File: src/design/stx_pkg.sv
// ----------------------------------------------------------------------------
// stx_pkg: shared types and constants for the scrolling text marquee
// Payload structs, register indexes, geometry constants and the 5x7 font.
// ----------------------------------------------------------------------------
package stx_pkg;

  // Screen and strip geometry
  localparam int SCREEN_WIDTH = 30;
  localparam int SCREEN_ROWS  = 7;
  localparam int MAX_CHARS    = 8;
  localparam int GLYPH_WIDTH  = 5;
  localparam int GAP_WIDTH    = 1;
  localparam int GLYPH_ROWS   = 7;
  localparam int CELL_WIDTH   = GLYPH_WIDTH + GAP_WIDTH;

  // Field widths
  localparam int RowW   = 3;
  localparam int FirstW = 8;
  localparam int CodeW  = 4;
  localparam int CodesW = 32;
  localparam int LenW   = 4;
  localparam int ChW    = $clog2(MAX_CHARS);
  localparam int ColW   = $clog2(CELL_WIDTH);

  // Register reset values
  localparam logic [CodesW-1:0] TEXT_CODES_RST  = 32'h3012_3810;
  localparam logic [LenW-1:0]   TEXT_LENGTH_RST = 4'd8;

  // Configuration register indexes
  typedef enum logic {
    REG_TEXT_CODES  = 1'b0,
    REG_TEXT_LENGTH = 1'b1
  } reg_idx_e;

  // Letter codes that own a glyph
  localparam logic [CodeW-1:0] CODE_A = 4'd0;
  localparam logic [CodeW-1:0] CODE_B = 4'd1;
  localparam logic [CodeW-1:0] CODE_C = 4'd2;
  localparam logic [CodeW-1:0] CODE_D = 4'd3;
  localparam logic [CodeW-1:0] CODE_I = 4'd8;

  // Request and result payloads
  typedef struct packed {
    logic [RowW-1:0] row;
    logic            advance;
  } in_t;

  typedef struct packed {
    logic [SCREEN_WIDTH-1:0] led_bits;
    logic [FirstW-1:0]       first_led;
  } out_t;

  // Control from the sequencer to the strip walker
  typedef struct packed {
    logic clear;    // configuration write: drop scroll offset
    logic load;     // new request: start walk at offset, step offset if advance
    logic step;     // move walk one strip column to the right
    logic advance;  // request asks for an offset step
  } stx_ctl_t;

  // Font rows, MSB is the leftmost glyph column
  localparam logic [0:4][0:GLYPH_ROWS-1][GLYPH_WIDTH-1:0] FONT_ROM = '{
    '{5'h04, 5'h0A, 5'h11, 5'h11, 5'h1F, 5'h11, 5'h11},
    '{5'h1E, 5'h11, 5'h11, 5'h1E, 5'h11, 5'h11, 5'h1E},
    '{5'h0E, 5'h11, 5'h10, 5'h10, 5'h10, 5'h11, 5'h0E},
    '{5'h1C, 5'h12, 5'h11, 5'h11, 5'h11, 5'h12, 5'h1C},
    '{5'h0E, 5'h04, 5'h04, 5'h04, 5'h04, 5'h04, 5'h0E}
  };

  // Glyph row for a letter code; letters without a glyph are blank
  function automatic logic [GLYPH_WIDTH-1:0] glyph_row(input logic [CodeW-1:0] code,
                                                       input logic [RowW-1:0]  r);
    logic [GLYPH_WIDTH-1:0] g;
    g = '0;
    if (int'(r) < GLYPH_ROWS) begin
      case (code)
        CODE_A:  g = FONT_ROM[0][r];
        CODE_B:  g = FONT_ROM[1][r];
        CODE_C:  g = FONT_ROM[2][r];
        CODE_D:  g = FONT_ROM[3][r];
        CODE_I:  g = FONT_ROM[4][r];
        default: g = '0;
      endcase
    end
    return g;
  endfunction

endpackage

File: src/design/scrolling_text_serpentine_matrix.sv
// ----------------------------------------------------------------------------
// scrolling_text_serpentine_matrix: scrolling text marquee, serpentine chain
// Renders one matrix row per request, one screen column per cycle, and
// gives the row's LED bits in chain order.
// ----------------------------------------------------------------------------
// The strip walker gives one pixel per clock into the row shift register.
// A new request is taken only in idle, once the previous row has been handed
//   to the output register.
// A finished result waits in the output register while the next request runs.
// Reset: async active low; scroll offset zero, text registers to their
//   defaults, no result pending.
module scrolling_text_serpentine_matrix (
  input  logic                       clk_i,
  input  logic                       rst_ni,
  input  logic                       in_valid_i,
  output logic                       in_stall_o,
  input  stx_pkg::in_t               in_data_i,
  output logic                       out_valid_o,
  input  logic                       out_stall_i,
  output stx_pkg::out_t              out_data_o,
  input  logic                       cfg_we_i,
  input  stx_pkg::reg_idx_e          cfg_idx_i,
  input  logic [stx_pkg::CodesW-1:0] cfg_data_i
);
  import stx_pkg::*;

  localparam int CntW = $clog2(SCREEN_WIDTH + 1);

  typedef enum logic [1:0] {
    ST_IDLE,
    ST_SHIFT,
    ST_HOLD
  } state_e;

  state_e                  state_q;
  logic [CntW-1:0]         cnt_q;
  logic                    odd_q;
  logic [FirstW-1:0]       first_q;
  logic [SCREEN_WIDTH-1:0] sh_q;
  logic                    out_valid_q;
  out_t                    out_q;

  logic [CodesW-1:0] codes_q;
  logic [LenW-1:0]   len_q;
  logic [LenW-1:0]   eff_len;
  logic [ChW-1:0]    last_ch;

  logic              in_acc;
  logic              out_free;
  logic              pix;
  stx_ctl_t          ctl;
  logic [RowW+FirstW-1:0] first_full;

  assign in_acc   = in_valid_i && (state_q == ST_IDLE);
  assign out_free = !out_valid_q || !out_stall_i;

  // Clamp the text length into 1..MAX_CHARS
  always_comb begin
    if (len_q == '0) begin
      eff_len = LenW'(1);
    end else if (len_q > LenW'(MAX_CHARS)) begin
      eff_len = LenW'(MAX_CHARS);
    end else begin
      eff_len = len_q;
    end
    last_ch = ChW'(eff_len - 1'b1);
  end

  // Drive the walker
  always_comb begin
    ctl.clear   = cfg_we_i;
    ctl.load    = in_acc;
    ctl.step    = (state_q == ST_SHIFT);
    ctl.advance = in_data_i.advance;
  end

  stx_walker u_walker (
    .clk_i     (clk_i),
    .rst_ni    (rst_ni),
    .ctl_i     (ctl),
    .row_i     (in_data_i.row),
    .codes_i   (codes_q),
    .last_ch_i (last_ch),
    .pix_o     (pix)
  );

  // Chain index of the row's first LED
  assign first_full = (RowW+FirstW)'(in_data_i.row) * (RowW+FirstW)'(SCREEN_WIDTH);

  // Configuration registers
  always_ff @(posedge clk_i or negedge rst_ni) begin
    if (!rst_ni) begin
      codes_q <= TEXT_CODES_RST;
      len_q   <= TEXT_LENGTH_RST;
    end else if (cfg_we_i) begin
      unique case (cfg_idx_i)
        REG_TEXT_CODES:  codes_q <= cfg_data_i;
        REG_TEXT_LENGTH: len_q   <= cfg_data_i[LenW-1:0];
        default:         ;
      endcase
    end
  end

  // Sequencer: load, shift one column per cycle, hand off to output register
  always_ff @(posedge clk_i or negedge rst_ni) begin
    if (!rst_ni) begin
      state_q     <= ST_IDLE;
      cnt_q       <= '0;
      out_valid_q <= 1'b0;
    end else begin
      // Fill the result register, or drop the result once taken
      if (state_q == ST_HOLD && out_free) begin
        out_valid_q <= 1'b1;
      end else if (out_valid_q && !out_stall_i) begin
        out_valid_q <= 1'b0;
      end
      unique case (state_q)
        ST_IDLE: begin
          if (in_acc) begin
            cnt_q   <= CntW'(SCREEN_WIDTH);
            state_q <= ST_SHIFT;
          end
        end
        ST_SHIFT: begin
          cnt_q <= cnt_q - 1'b1;
          if (cnt_q == CntW'(1)) begin
            state_q <= ST_HOLD;
          end
        end
        ST_HOLD: begin
          if (out_free) begin
            state_q <= ST_IDLE;
          end
        end
        default: state_q <= ST_IDLE;
      endcase
    end
  end

  // Row shift register and result payload
  always_ff @(posedge clk_i) begin
    if (in_acc) begin
      odd_q   <= in_data_i.row[0];
      first_q <= first_full[FirstW-1:0];
    end
    if (state_q == ST_SHIFT) begin
      // Odd rows run right to left along the chain
      if (odd_q) begin
        sh_q <= {sh_q[SCREEN_WIDTH-2:0], pix};
      end else begin
        sh_q <= {pix, sh_q[SCREEN_WIDTH-1:1]};
      end
    end
    if (state_q == ST_HOLD && out_free) begin
      out_q.led_bits  <= sh_q;
      out_q.first_led <= first_q;
    end
  end

  assign in_stall_o  = (state_q != ST_IDLE);
  assign out_valid_o = out_valid_q;
  assign out_data_o  = out_q;

endmodule

File: src/design/stx_walker.sv
// ----------------------------------------------------------------------------
// stx_walker: scroll offset and strip column walker
// Keeps the scroll offset as a (character, glyph column) pair and walks the
// text strip one column per cycle while stepping, giving the current pixel.
// ----------------------------------------------------------------------------
module stx_walker (
  input  logic                       clk_i,
  input  logic                       rst_ni,
  input  stx_pkg::stx_ctl_t          ctl_i,
  input  logic [stx_pkg::RowW-1:0]   row_i,
  input  logic [stx_pkg::CodesW-1:0] codes_i,
  input  logic [stx_pkg::ChW-1:0]    last_ch_i,
  output logic                       pix_o
);
  import stx_pkg::*;

  logic [ChW-1:0]  off_ch_q, off_ch_d;
  logic [ColW-1:0] off_g_q, off_g_d;
  logic [ChW-1:0]  cur_ch_q, cur_ch_d;
  logic [ColW-1:0] cur_g_q, cur_g_d;
  logic [RowW-1:0] row_q;

  logic [ChW-1:0]  nxt_off_ch, nxt_cur_ch;
  logic [ColW-1:0] nxt_off_g, nxt_cur_g;

  logic [CodeW-1:0]       code;
  logic [GLYPH_WIDTH-1:0] glyph;
  logic [7:0]             glyph_ext;
  logic [2:0]             bit_idx;

  // Step a strip position one column right, wrapping at the strip end
  always_comb begin
    if (off_g_q == ColW'(CELL_WIDTH - 1)) begin
      nxt_off_g  = '0;
      nxt_off_ch = (off_ch_q == last_ch_i) ? '0 : off_ch_q + 1'b1;
    end else begin
      nxt_off_g  = off_g_q + 1'b1;
      nxt_off_ch = off_ch_q;
    end
    if (cur_g_q == ColW'(CELL_WIDTH - 1)) begin
      nxt_cur_g  = '0;
      nxt_cur_ch = (cur_ch_q == last_ch_i) ? '0 : cur_ch_q + 1'b1;
    end else begin
      nxt_cur_g  = cur_g_q + 1'b1;
      nxt_cur_ch = cur_ch_q;
    end
  end

  // Update offset and walk position
  always_comb begin
    off_ch_d = off_ch_q;
    off_g_d  = off_g_q;
    cur_ch_d = cur_ch_q;
    cur_g_d  = cur_g_q;
    if (ctl_i.clear) begin
      off_ch_d = '0;
      off_g_d  = '0;
    end else if (ctl_i.load) begin
      cur_ch_d = off_ch_q;
      cur_g_d  = off_g_q;
      if (ctl_i.advance) begin
        off_ch_d = nxt_off_ch;
        off_g_d  = nxt_off_g;
      end
    end else if (ctl_i.step) begin
      cur_ch_d = nxt_cur_ch;
      cur_g_d  = nxt_cur_g;
    end
  end

  always_ff @(posedge clk_i or negedge rst_ni) begin
    if (!rst_ni) begin
      off_ch_q <= '0;
      off_g_q  <= '0;
    end else begin
      off_ch_q <= off_ch_d;
      off_g_q  <= off_g_d;
    end
  end

  // Walk position and row are payload
  always_ff @(posedge clk_i) begin
    cur_ch_q <= cur_ch_d;
    cur_g_q  <= cur_g_d;
    if (ctl_i.load) begin
      row_q <= row_i;
    end
  end

  // Pick the pixel of the current strip column
  always_comb begin
    code      = codes_i[CodeW*cur_ch_q +: CodeW];
    glyph     = glyph_row(code, row_q);
    glyph_ext = 8'(glyph);
    bit_idx   = 3'(GLYPH_WIDTH - 1) - 3'(cur_g_q);
    pix_o     = (int'(row_q) < SCREEN_ROWS) && (int'(cur_g_q) < GLYPH_WIDTH)
                && glyph_ext[bit_idx];
  end

endmodule

File: config.mk
export PLATFORM = sky130hd
export DESIGN_NAME = scrolling_text_serpentine_matrix
export DESIGN_NICKNAME = d
export VERILOG_FILES = /design/src/design/stx_pkg.sv /design/src/design/scrolling_text_serpentine_matrix.sv /design/src/design/stx_walker.sv
export SDC_FILE = /design/constraint.sdc
export NUM_CORES = 1
export LEC_CHECK = 0
export ABC_AREA = 1
export BUFFER_PORTS_ARGS = -buffer_cell sky130_fd_sc_hd__buf_2
export CORE_MARGIN = 1.5
export CORE_UTILIZATION = 40
export CTS_BUF_LIST = sky130_fd_sc_hd__clkbuf_4 sky130_fd_sc_hd__clkbuf_8
export DETAILED_ROUTE_END_ITERATION = 6
export PLACE_DENSITY = 0.69
export SLEW_MARGIN = 20
export SYNTH_ARGS = -nofsm -noshare
export SYNTH_HDL_FRONTEND = slang
export SYNTH_SLANG_ARGS = --single-unit
export TNS_END_PERCENT = 10
File: constraint.sdc
create_clock -name clk_i -period 5 [get_ports clk_i]
set_clock_uncertainty 0.2 [all_clocks]
set_input_delay 1 -clock clk_i [delete_from_list [all_inputs] [get_ports clk_i]]
set_output_delay 1 -clock clk_i [all_outputs]
set_load 0.01 [all_outputs]
==> results of run 1 <==
state kept, by name, indices dropped and copies added (netlist names):
register	cells
cnt_q	5
first_q	6
state_q	2
u_walker.cur_g_q	3
out_data_o	37
sh_q	30
out_valid_o	1
u_walker.row_q	3
codes_q	32
len_q	4
u_walker.cur_ch_q	3
u_walker.off_ch_q	3
u_walker.off_g_q	3
synth_stat cells (2+ instances only):
master / instances / area share
fa_1: 3 / 0.0097
inv_2: 2 / 0.0012
buf_4: 2 / 0.0024
o22ai_1: 8 / 0.0081
inv_1: 89 / 0.054
or2_2: 2 / 0.0020
xnor2_1: 4 / 0.0057
nand3_2: 11 / 0.018
ha_1: 17 / 0.034
dfstp_2: 9 / 0.038
clkbuf_1: 12 / 0.0073
buf_6: 2 / 0.0036
buf_2: 3 / 0.0024
nand4_1: 5 / 0.0050
nand3_1: 32 / 0.026
nor2_1: 48 / 0.029
nand2_2: 8 / 0.0081
a21oi_1: 39 / 0.031
nand2_4: 6 / 0.011
nand2_1: 120 / 0.073
nor2_2: 2 / 0.0020
edfxtp_1: 82 / 0.40
dfrtp_1: 41 / 0.17
o21ai_0: 48 / 0.039
xor2_1: 7 / 0.0099
worst max-delay path, stage by stage (launching register included):
cell      delay, ps
edfxtp_1        370
buf_4           230
inv_1           660
ha_1            350
o21ai_0         200
nand3b_1        130
nand2_1          50
inv_1            50
nand3_1          60
nand2_1          60
nand2_1          60
nand4_1          80
nand2_1          60
final cells by class:
type                    instances  area, sq um
inverters                      93          359
flip-flops and latches        132         3720
repair buffers                 84          450
clock buffers                  17          234
fillers                      1411         7990
multi-input cells             369         2010
well taps                     188          235
clock inverters                15          139
metrics by stage:
step	area, sq um	util	std cells
2_1_floorplan	6200	-	614
3_3_place_gp	6750	0.446	865
3_5_place_dp	6780	0.448	866
4_1_cts	7150	0.472	898
5_1_grt	7150	0.472	898
6_report	7150	0.472	898
power by group through the flow:
stage               registers [mW]  logic, mW  clock network (mW)
floorplan                     1.79      0.655                   0
detailed placement            1.81      0.947                   0
global placement              1.80      0.911                   0
finish                        1.78      0.941               0.835
CTS                           1.79      0.955               0.864
global route                  1.82       1.08               0.905
kinds of logic after synthesis:
kind of cell               synth area share
and+or+nand+nor                       0.176
DFF                                   0.601
buffers and inverters                0.0769
AOI/OAI and AO/OA                    0.0858
adders and majority gates            0.0440
xor gates and xnor gates             0.0155
other                              0.000605
layer usage:
| metal | vias to the layer above | part of all wire | track usage |
|---|---|---|---|
| met2 | 85 | 0.48 | 0.242 |
| li1 | 2182 | - | - |
| met1 | 1955 | 0.46 | 0.187 |
| met5 | - | 0 | 0 |
| met3 | 12 | 0.036 | 0.0452 |
| met4 | 0 | 0.016 | 0.0668 |
cells in the final DEF, fill, tap and decap left out, drive strengths merged:
| master | n |
|---|---|
| buf | 84 |
| o21ai | 48 |
| dfstp | 9 |
| a31oi | 1 |
| a21o | 1 |
| nor2 | 51 |
| inv | 103 |
| ha | 17 |
| o22ai | 8 |
| xnor2 | 4 |
| fa | 3 |
| o221ai | 1 |
| nand3b | 1 |
| a22oi | 1 |
| clkinv | 3 |
| nand3 | 43 |
| xor2 | 7 |
| clkinvlp | 2 |
| a21oi | 40 |
| conb | 1 |
| or2 | 2 |
| edfxtp | 82 |
| clkbuf | 17 |
| nand4 | 5 |
| dfrtp | 41 |
| nand2 | 134 |
| o211ai | 1 |
path summary, 6_finish.rpt:
path / startpoint / cells past startpoint / to
worst max-delay path: u_walker.row_q[0] / 12 / sh_q[29]
min in group asynchronous: rst_ni / 2 / codes_q[31]
max in group asynchronous: rst_ni / 2 / codes_q[9]
worst min register to register: first_q[5] / 0 / out_data_o[5]
worst min-delay path: first_q[5] / 0 / out_data_o[5]
worst max register to register: u_walker.row_q[0] / 12 / sh_q[29]
==> results.md, run 1 <==
- Post-Syn Area: between 6000 and 7000 sq um
- Minimum clock period after layout: ~2800 ps
- Maximum VDD drop: around 180 uV
- Pins over their slew limit: 0
- RSZ-0062 raised after global routing: false
- Input/output buffers: 80
- Total of cells resized after clock tree synthesis: 0
- Post-CTS Setup Inserts: 0
- Syn_nets: about 680
- GRT Overall Usage: 0.150
- Share of cells above drive strength 1: 0.227
- Worst slew pin tran: 1060 ps
- Register area share after synthesis: 0.601
- # IOs: between 80 and 90
- Net Switching: between 1 and 1.5 mW
- Clock Path Buffers: 2
- Cell internal pwr: roughly 2.3 mW
- Setup TNS: 0 ps
- Final hold violations: 0
- Synth warn: 0
- WL per Instance: roughly 13 um
- Die height: roughly 130 um
- Final setup fails: 0
- Async SR Flop Fraction: 0.379
- Tcrit/Tclk final: 0.565
- Hold_buf cts: 0
- Largest net degree at the start of global routing: 65
- Critical path peak fanout: 33
- Reg power frac: 0.501
- Power Total: roughly 3.6 mW
- Vias: about 4200
- Critical path class: reg -> reg
- FMAX: about 0.35 GHz
- Antenna violations before repair: 0
- Synth Instances: 614
- Yosys reg bits: between 100 and 150
- Root buffer cell: clkbuf_8
- Pre-antenna DRT Iters: 5
- Post-Route WL: ~11000 um
- Worst hold margin: around 230 ps
- CTS tree: yes
- Power density over the cells: between 400 and 500 nW/um^2
- Total congestion overflow: 0
- Die area: 16300 sq um
- Layout area overhead: 15.4%
- Clock share of power: 0.235
- EDFF count, synth: a little over 80
- HPWL Detailed: a little under 8000 um
- Max-cap viol count: 0
- HP Class: reg -> reg
- Reg clk slew, reported paths: 80 ps
- CTS sink count: 132
- Leakage: between 3 and 4 nW
- Number of global-route vias before repair: about 4000
- Global-route wire length before repair: 18800 um
- Syn avg cell area: between 10 and 15 sq um
- Initial core utilization: 0.409
- Yosys cell types: 37
- DRC marker count from the first detailed-route iteration: ~230
- Placeable Area: about 15000 sq um
- Final setup margin: 2180 ps
- Switching fraction of total power: 0.352
- Die X: ~130 um
- Site Rows: between 40 and 50
- DRC violations left: 0
- Reg2reg setup slack: around 2200 ps
- Worst-Skew Late Latency: between 400 and 500 ps
- CP arrival: between 2000 and 3000 ps
- Primary FF master, synth: edfxtp_1
- Layout Nets: between 700 and 800
- Number of inserted diodes: 0
- Vias/cell: between 4 and 5
- CP Launch Type: flop
- Htree depth: 4
- Detail Route Antenna Nets: 0
- TritonCTS buffer count: 17
- Worst Path Required: 5010 ps
- Placer Congestion: 0.853
- Slew margin rel.: 0.294
- Combinational power share: 0.264
- Pre-CTS setup slack: ~2000 ps
- Status: finished clean
- Endpoint class of the critical path: flop
Note: power is estimated with default switching activity, not from simulation.
==> run 2, diff against run 1 <==
--- a/config.mk
+++ b/config.mk
@@ -5,7 +5,7 @@
 export SDC_FILE = /design/constraint.sdc
 export NUM_CORES = 1
 export LEC_CHECK = 0
-export ABC_AREA = 1
+export ABC_AREA = 0
 export BUFFER_PORTS_ARGS = -buffer_cell sky130_fd_sc_hd__buf_2
 export CORE_MARGIN = 1.5
 export CORE_UTILIZATION = 40
==> constraint.sdc (replaced) <==
create_clock -name clk_i -period 2.84 [get_ports clk_i]
set_clock_uncertainty 0.2 [all_clocks]
set_input_delay 0.568 -clock clk_i [delete_from_list [all_inputs] [get_ports clk_i]]
set_output_delay 0.568 -clock clk_i [all_outputs]
set_load 0.01 [all_outputs]
==> run 2 against run 1 <==
Net effect: critical endpoint is now sh_q[0]; sequential share of layout area shrank 0.073 points; critical path type unchanged; the flow now finishes with violations (negative setup slack); synthesized area down 2.1%; sequential power is 66% higher; worst hold slack worse by 77 ps; fmax fell by 1.3%; synthesized cell count fell by 32%; clock power grew 75%; sequential cell count did not move.
==> results.md, run 2 <==
- Yosys cell types: 54
- Critical path peak fanout: 4
- HP Start: cfg_data_i[18]
- EDFF count, synth: 82
- Tcrit/Tclk final: 1.01
- Die height: approximately 130 um
- Max-cap viol count: 0
- Power density over the cells: ~800 nW/um^2
- Total congestion overflow: 0
- Most frequent cells in the layout: 82 x edfxtp_1, 80 x buf_2, 68 x mux2_2, 41 x dfrtp_1
- Number of inserted diodes: 0
- Critical path class: reg -> reg
- HP Class: in -> reg
- Root buffer cell: clkbuf_8
- Placer Congestion: between 0.8 and 0.9
- Largest net degree at the start of global routing: 38
- Area share of the largest cell type after synthesis: 0.406
- Post-synth top cells: 82 x edfxtp_1, 69 x mux2_2, 41 x dfrtp_1
- Final hold violations: 0
- Reg clk slew, reported paths: roughly 80 ps
- TritonCTS buffer count: 17
- Post-Layout Cell Count: 720
- Synth Instances: around 420
- Worst reg2reg path startpoint: u_walker.cur_ch_q[0]
- M1 WL: 4940 um
- Yosys reg bits: roughly 130
- Syn avg cell area: roughly 15 sq um
- Highest Signal Layer: met4
- Async SR Flop Fraction: 0.379
- Slew margin rel.: 0.533
- Initial core utilization: 0.413
- Post-Syn Area: between 6000 and 7000 sq um
- FMAX: 0.349 GHz
- Vias: about 3700
- Share of cells above drive strength 1: 0.429
- Primary FF master, synth: edfxtp_1
- Htree depth: 4
- CTS tree: yes
- Final setup fails: 1
- Synth warn: 0
- Antenna violations before repair: 0
- Pins over their slew limit: 0
- CP Launch Type: flop
- Leading area contributor after synthesis: edfxtp_1
- Placeable Area: 14700 sq um
- Max FFs per register: 37
- Leading cell type in the layout, fill and taps excluded: edfxtp_1
- Worst slew pin tran: between 600 and 700 ps
- Die X: between 100 and 150 um
- Number of global-route vias before repair: roughly 3800
- CP startpoint: u_walker.cur_ch_q[0]
- Minimum clock period after layout: around 2900 ps
- Maximum VDD drop: 431 uV
- Most common cell in the netlist: edfxtp_1
- WL per Instance: ~15 um
- CP arrival: between 2000 and 3000 ps
- Worst Path Required: 2810 ps
- HPWL Detailed: a little under 8000 um
- Global-route wire length before repair: between 15000 and 20000 um
- Layout area overhead: 18.0%
- Leakage: a little under 3 nW
- Endpoint class of the critical path: flop
- Final setup margin: -22.8 ps
- Failing checks: negative setup slack
- Input/output buffers: 80
- Layout Nets: between 500 and 600
- Vias/cell: roughly 5.1
- Worst-Skew Late Latency: 450 ps
- Met3 wire len: around 550 um
- Syn_nets: 480
- Met2 Routed Length: 5170 um
- Register area share after synthesis: 0.613
- CTS sink count: approximately 130
- Post-Route WL: ~11000 um
- Die area: around 16000 sq um
- DRC marker count from the first detailed-route iteration: between 100 and 150
- Pre-antenna DRT Iters: 4
- Detail Route Antenna Nets: 0
- Status: finished with violations
- DRC violations left: 0
- Pre-CTS setup slack: -111 ps
- GRT Overall Usage: 0.145
- # IOs: slightly above 80
- Site Rows: 44
- Clock Path Buffers: 2
- Synth area leaders: edfxtp_1 41%, dfrtp_1 17%, mux2_2 13%
- RSZ-0062 raised after global routing: true
- Dpl cells: ~680
==> run 2: per-layer routing <==
metal	vias to the layer above	GRT usage
met1	1813	0.178
met4	0	0.0602
met3	17	0.0506
li1	1740	-
met5	-	0
met2	91	0.235
==> run 2: repair_timing <==
item | CTS | global route
gates resized for setup | 6 | 3
hold endpoints to repair | 26 | 0
hold buffers | 1 | 0
setup endpoints to repair | 2 | 2
buffers inserted | 2 | 2
pin swaps | 3 | 2
==> run 2: cell families (layout without fill, tap and decap cells) <==
logic type,Yosys count,after routing,synth area share
AO/OA/AOI/OAI,51,51,0.0530
XOR/XNOR,14,14,0.0202
adder cells (fa/ha/maj),20,20,0.0449
buffers and inverters,36,154,0.0315
flip-flops,132,132,0.613
multiplexers,87,87,0.174
other,1,1,0.000618
AND/OR/NAND/NOR,77,77,0.0624
==> run 2: critical path, stage by stage (launching register included) <==
cell and delay, ps:
edfxtp_1 460, mux4_2 550, mux2i_2 220, mux2_4 320
a221o_2 350, a211o_1 280, o2111ai_2 110, a31oi_1 110
==> run 2: cell type report <==
cell class	count	area (sq um)
sequential	132	3720
inverter	21	78.8
clock inverter	15	133
clock buffer	17	234
fill	1246	7530
timing repair buffer	101	572
multi-input combinational	250	2190
tap	184	230
==> run 2: path summary, 6_finish.rpt <==
check	cells past startpoint	end	slack [ps]
worst max-delay path	7	sh_q[0]	-20
worst min-delay path	2	codes_q[18]	150
worst max register to register	7	sh_q[0]	-20
worst min register to register	0	out_data_o[5]	220
max in group asynchronous	3	codes_q[29]	1240
min in group asynchronous	2	codes_q[25]	500
==> run 2: through the flow <==
step / cell area, sq um / hold slack, ps / total power [mW] / TNS (ps) / utilization
2_1_floorplan: 6080 / 72.4 / 3.85 / -210 / -
3_3_place_gp: 6740 / 205 / 4.14 / -160 / 0.458
3_5_place_dp: 6740 / 207 / 4.22 / -219 / 0.458
4_1_cts: 7140 / 118 / 5.73 / -14.4 / 0.486
5_1_grt: 7160 / 126 / 6.03 / -234 / 0.487
6_report: 7160 / 151 / 5.69 / -22.8 / 0.487
==> run 2: power by group <==
group          internal, mW  switching (mW)
clock network         0.695           0.765
logic                 0.661           0.627
registers              2.65           0.300
total                  4.00            1.69
==> run 3, diff against run 2 <==
--- a/config.mk
+++ b/config.mk
@@ -6,12 +6,12 @@
 export NUM_CORES = 1
 export LEC_CHECK = 0
 export ABC_AREA = 0
-export BUFFER_PORTS_ARGS = -buffer_cell sky130_fd_sc_hd__buf_2
 export CORE_MARGIN = 1.5
 export CORE_UTILIZATION = 40
 export CTS_BUF_LIST = sky130_fd_sc_hd__clkbuf_4 sky130_fd_sc_hd__clkbuf_8
 export DETAILED_ROUTE_END_ITERATION = 6
-export PLACE_DENSITY = 0.69
+export DONT_BUFFER_PORTS = 1
+export PLACE_DENSITY = 0.64
 export SLEW_MARGIN = 20
 export SYNTH_ARGS = -nofsm -noshare
 export SYNTH_HDL_FRONTEND = slang
==> run 3 against run 2 <==
Net effect: the run still ends with negative setup slack left; fmax decreased by 1.4%; global-route usage fell by 0.15 points; utilization fell by 2.4 points; total power is 0.85% lower; final cell count shrank 11%; critical path depth rose by 2; critical path type unchanged.
==> results.md, run 3 (synthesis results as in run 2) <==
- Hold depth: 1
- Die area: between 15000 and 20000 sq um
- WL per Instance: 16.2 um
- Layout area overhead: 12.3%
- HPWL Detailed: around 7300 um
- # IOs: about 80
- Post-Place Cell Area: around 6300 sq um
- Antenna violations before repair: 0
- Max FFs per register: 37
- Critical path peak fanout: 5
- Placer Congestion: 0.803
- Final Util: 0.464
- Site Rows: 44
- Leakage: around 2.6 nW
- Critical path class: reg -> reg
- Detail Route Antenna Nets: 0
- Die height: around 130 um
- Most frequent cells in the layout: 82 x edfxtp_1, 68 x mux2_2, 41 x dfrtp_1, 22 x nand2_1, 22 x nor2_1
- Status: finished with violations
- Initial core utilization: 0.413
- Htree depth: 4
- Post-Route WL: about 10000 um
- CTS sink count: 132
- Pre-CTS setup slack: -226 ps
- Final instance area: a little under 7000 sq um
- Number of inserted diodes: 0
- DRC marker count from the first detailed-route iteration: about 190
- Failing checks: negative setup slack
- Largest net degree at the start of global routing: between 50 and 60
- Die X: roughly 130 um
- CTS tree: yes
- Worst hold margin: around 65 ps
- Minimum clock period after layout: ~2900 ps
- Share of cells above drive strength 1: 0.324
- Worst reg2reg path startpoint: u_walker.cur_ch_q[0]
- CP Launch Type: flop
- CP startpoint: u_walker.cur_ch_q[0]
- FMAX: approximately 0.34 GHz
- Power Total: roughly 5.6 mW
- Reg2Reg Depth: 9
- Post-Layout Cell Count: between 600 and 700
- Final hold violations: 0
- Setup TNS: -104 ps
- Root buffer cell: clkbuf_8
- Maximum VDD drop: between 300 and 400 uV
- Total congestion overflow: 0
- Slew margin rel.: 0.669
- Clock Path Buffers: 2
- Final setup margin: -64.6 ps
- Worst-Skew Late Latency: 440 ps
- Placeable Area: 14700 sq um
- HP Start: cfg_data_i[19]
- Pre-antenna DRT Iters: 5
- Vias: roughly 3400
- Tcrit/Tclk final: 1.02
- Power density over the cells: a little over 800 nW/um^2
- Final setup fails: 2
- Vias/cell: about 5.3
- RSZ-0062 raised after global routing: true
- DRC violations left: 0
- Worst slew pin tran: ~500 ps
- Global-route wire length before repair: 17800 um
- Worst Path Required: approximately 2800 ps
- Pins over their slew limit: 0
- Number of global-route vias before repair: approximately 3600
- # fillers: ~1300
- Input/output buffers: 0
- HP Class: in -> reg
- Reg clk slew, reported paths: 90 ps
- Layout Nets: slightly above 500
- CP arrival: 2880 ps
- Endpoint class of the critical path: flop
- GRT Overall Usage: 0.144
- TritonCTS buffer count: 17
- Leading cell type in the layout, fill and taps excluded: edfxtp_1
- Dpl cells: roughly 600
- Max-cap viol count: 0
run 3: per-layer routing:
| metal | GRT usage | vias up | routed length (um) |
|---|---|---|---|
| met4 | 0.0629 | 0 | 172 |
| met1 | 0.167 | 1700 | 4400 |
| met3 | 0.0531 | 13 | 638 |
| li1 | - | 1598 | - |
| met5 | 0 | - | 0 |
| met2 | 0.239 | 107 | 5200 |
run 3: path summary, 6_finish.rpt:
| check | end | slack (ps) |
|---|---|---|
| worst max-delay path | sh_q[0] | -60 |
| worst min-delay path | codes_q[19] | 70 |
| worst max register to register | sh_q[0] | -60 |
| worst min register to register | out_data_o[2] | 220 |
| max in group asynchronous | codes_q[29] | 1720 |
| min in group asynchronous | codes_q[27] | 440 |
run 3: where the power goes:
group / leakage (nW) / total (mW) / internal (mW) / switching (mW)
clock: 0.182 / 1.45 / 0.694 / 0.757
combinational: 1.06 / 1.25 / 0.646 / 0.608
sequential: 1.37 / 2.94 / 2.65 / 0.294
total: 2.60 / 5.65 / 3.99 / 1.66
run 3: worst max-delay path, stage by stage (launching register included):
cell       delay, ps
edfxtp_1         490
buf_6            150
mux4_2           550
mux2i_4          240
buf_4            150
nand2b_1          50
and3_1           170
o311a_1          300
o2111ai_2        210
a31oi_1          120
run 3: layout make-up:
cell class              instances  area, sq um  share of cell area
inverters                      21         78.8              0.0116
well taps                     184          230              0.0338
flip-flops and latches        132         3720               0.546
multi-input cells             251         2190               0.322
clock buffers                  17          234              0.0343
clock inverters                15          134              0.0196
repair buffers                 24          220              0.0323
run 3: timing repair:
item	in CTS	in global routing
setup endpoints to repair	2	2
endpoints found under the hold margin	56	0
pin swaps	4	1
buffers inserted	2	1
gates cloned	1	0
hold buffers	6	0
gates resized for setup	4	3
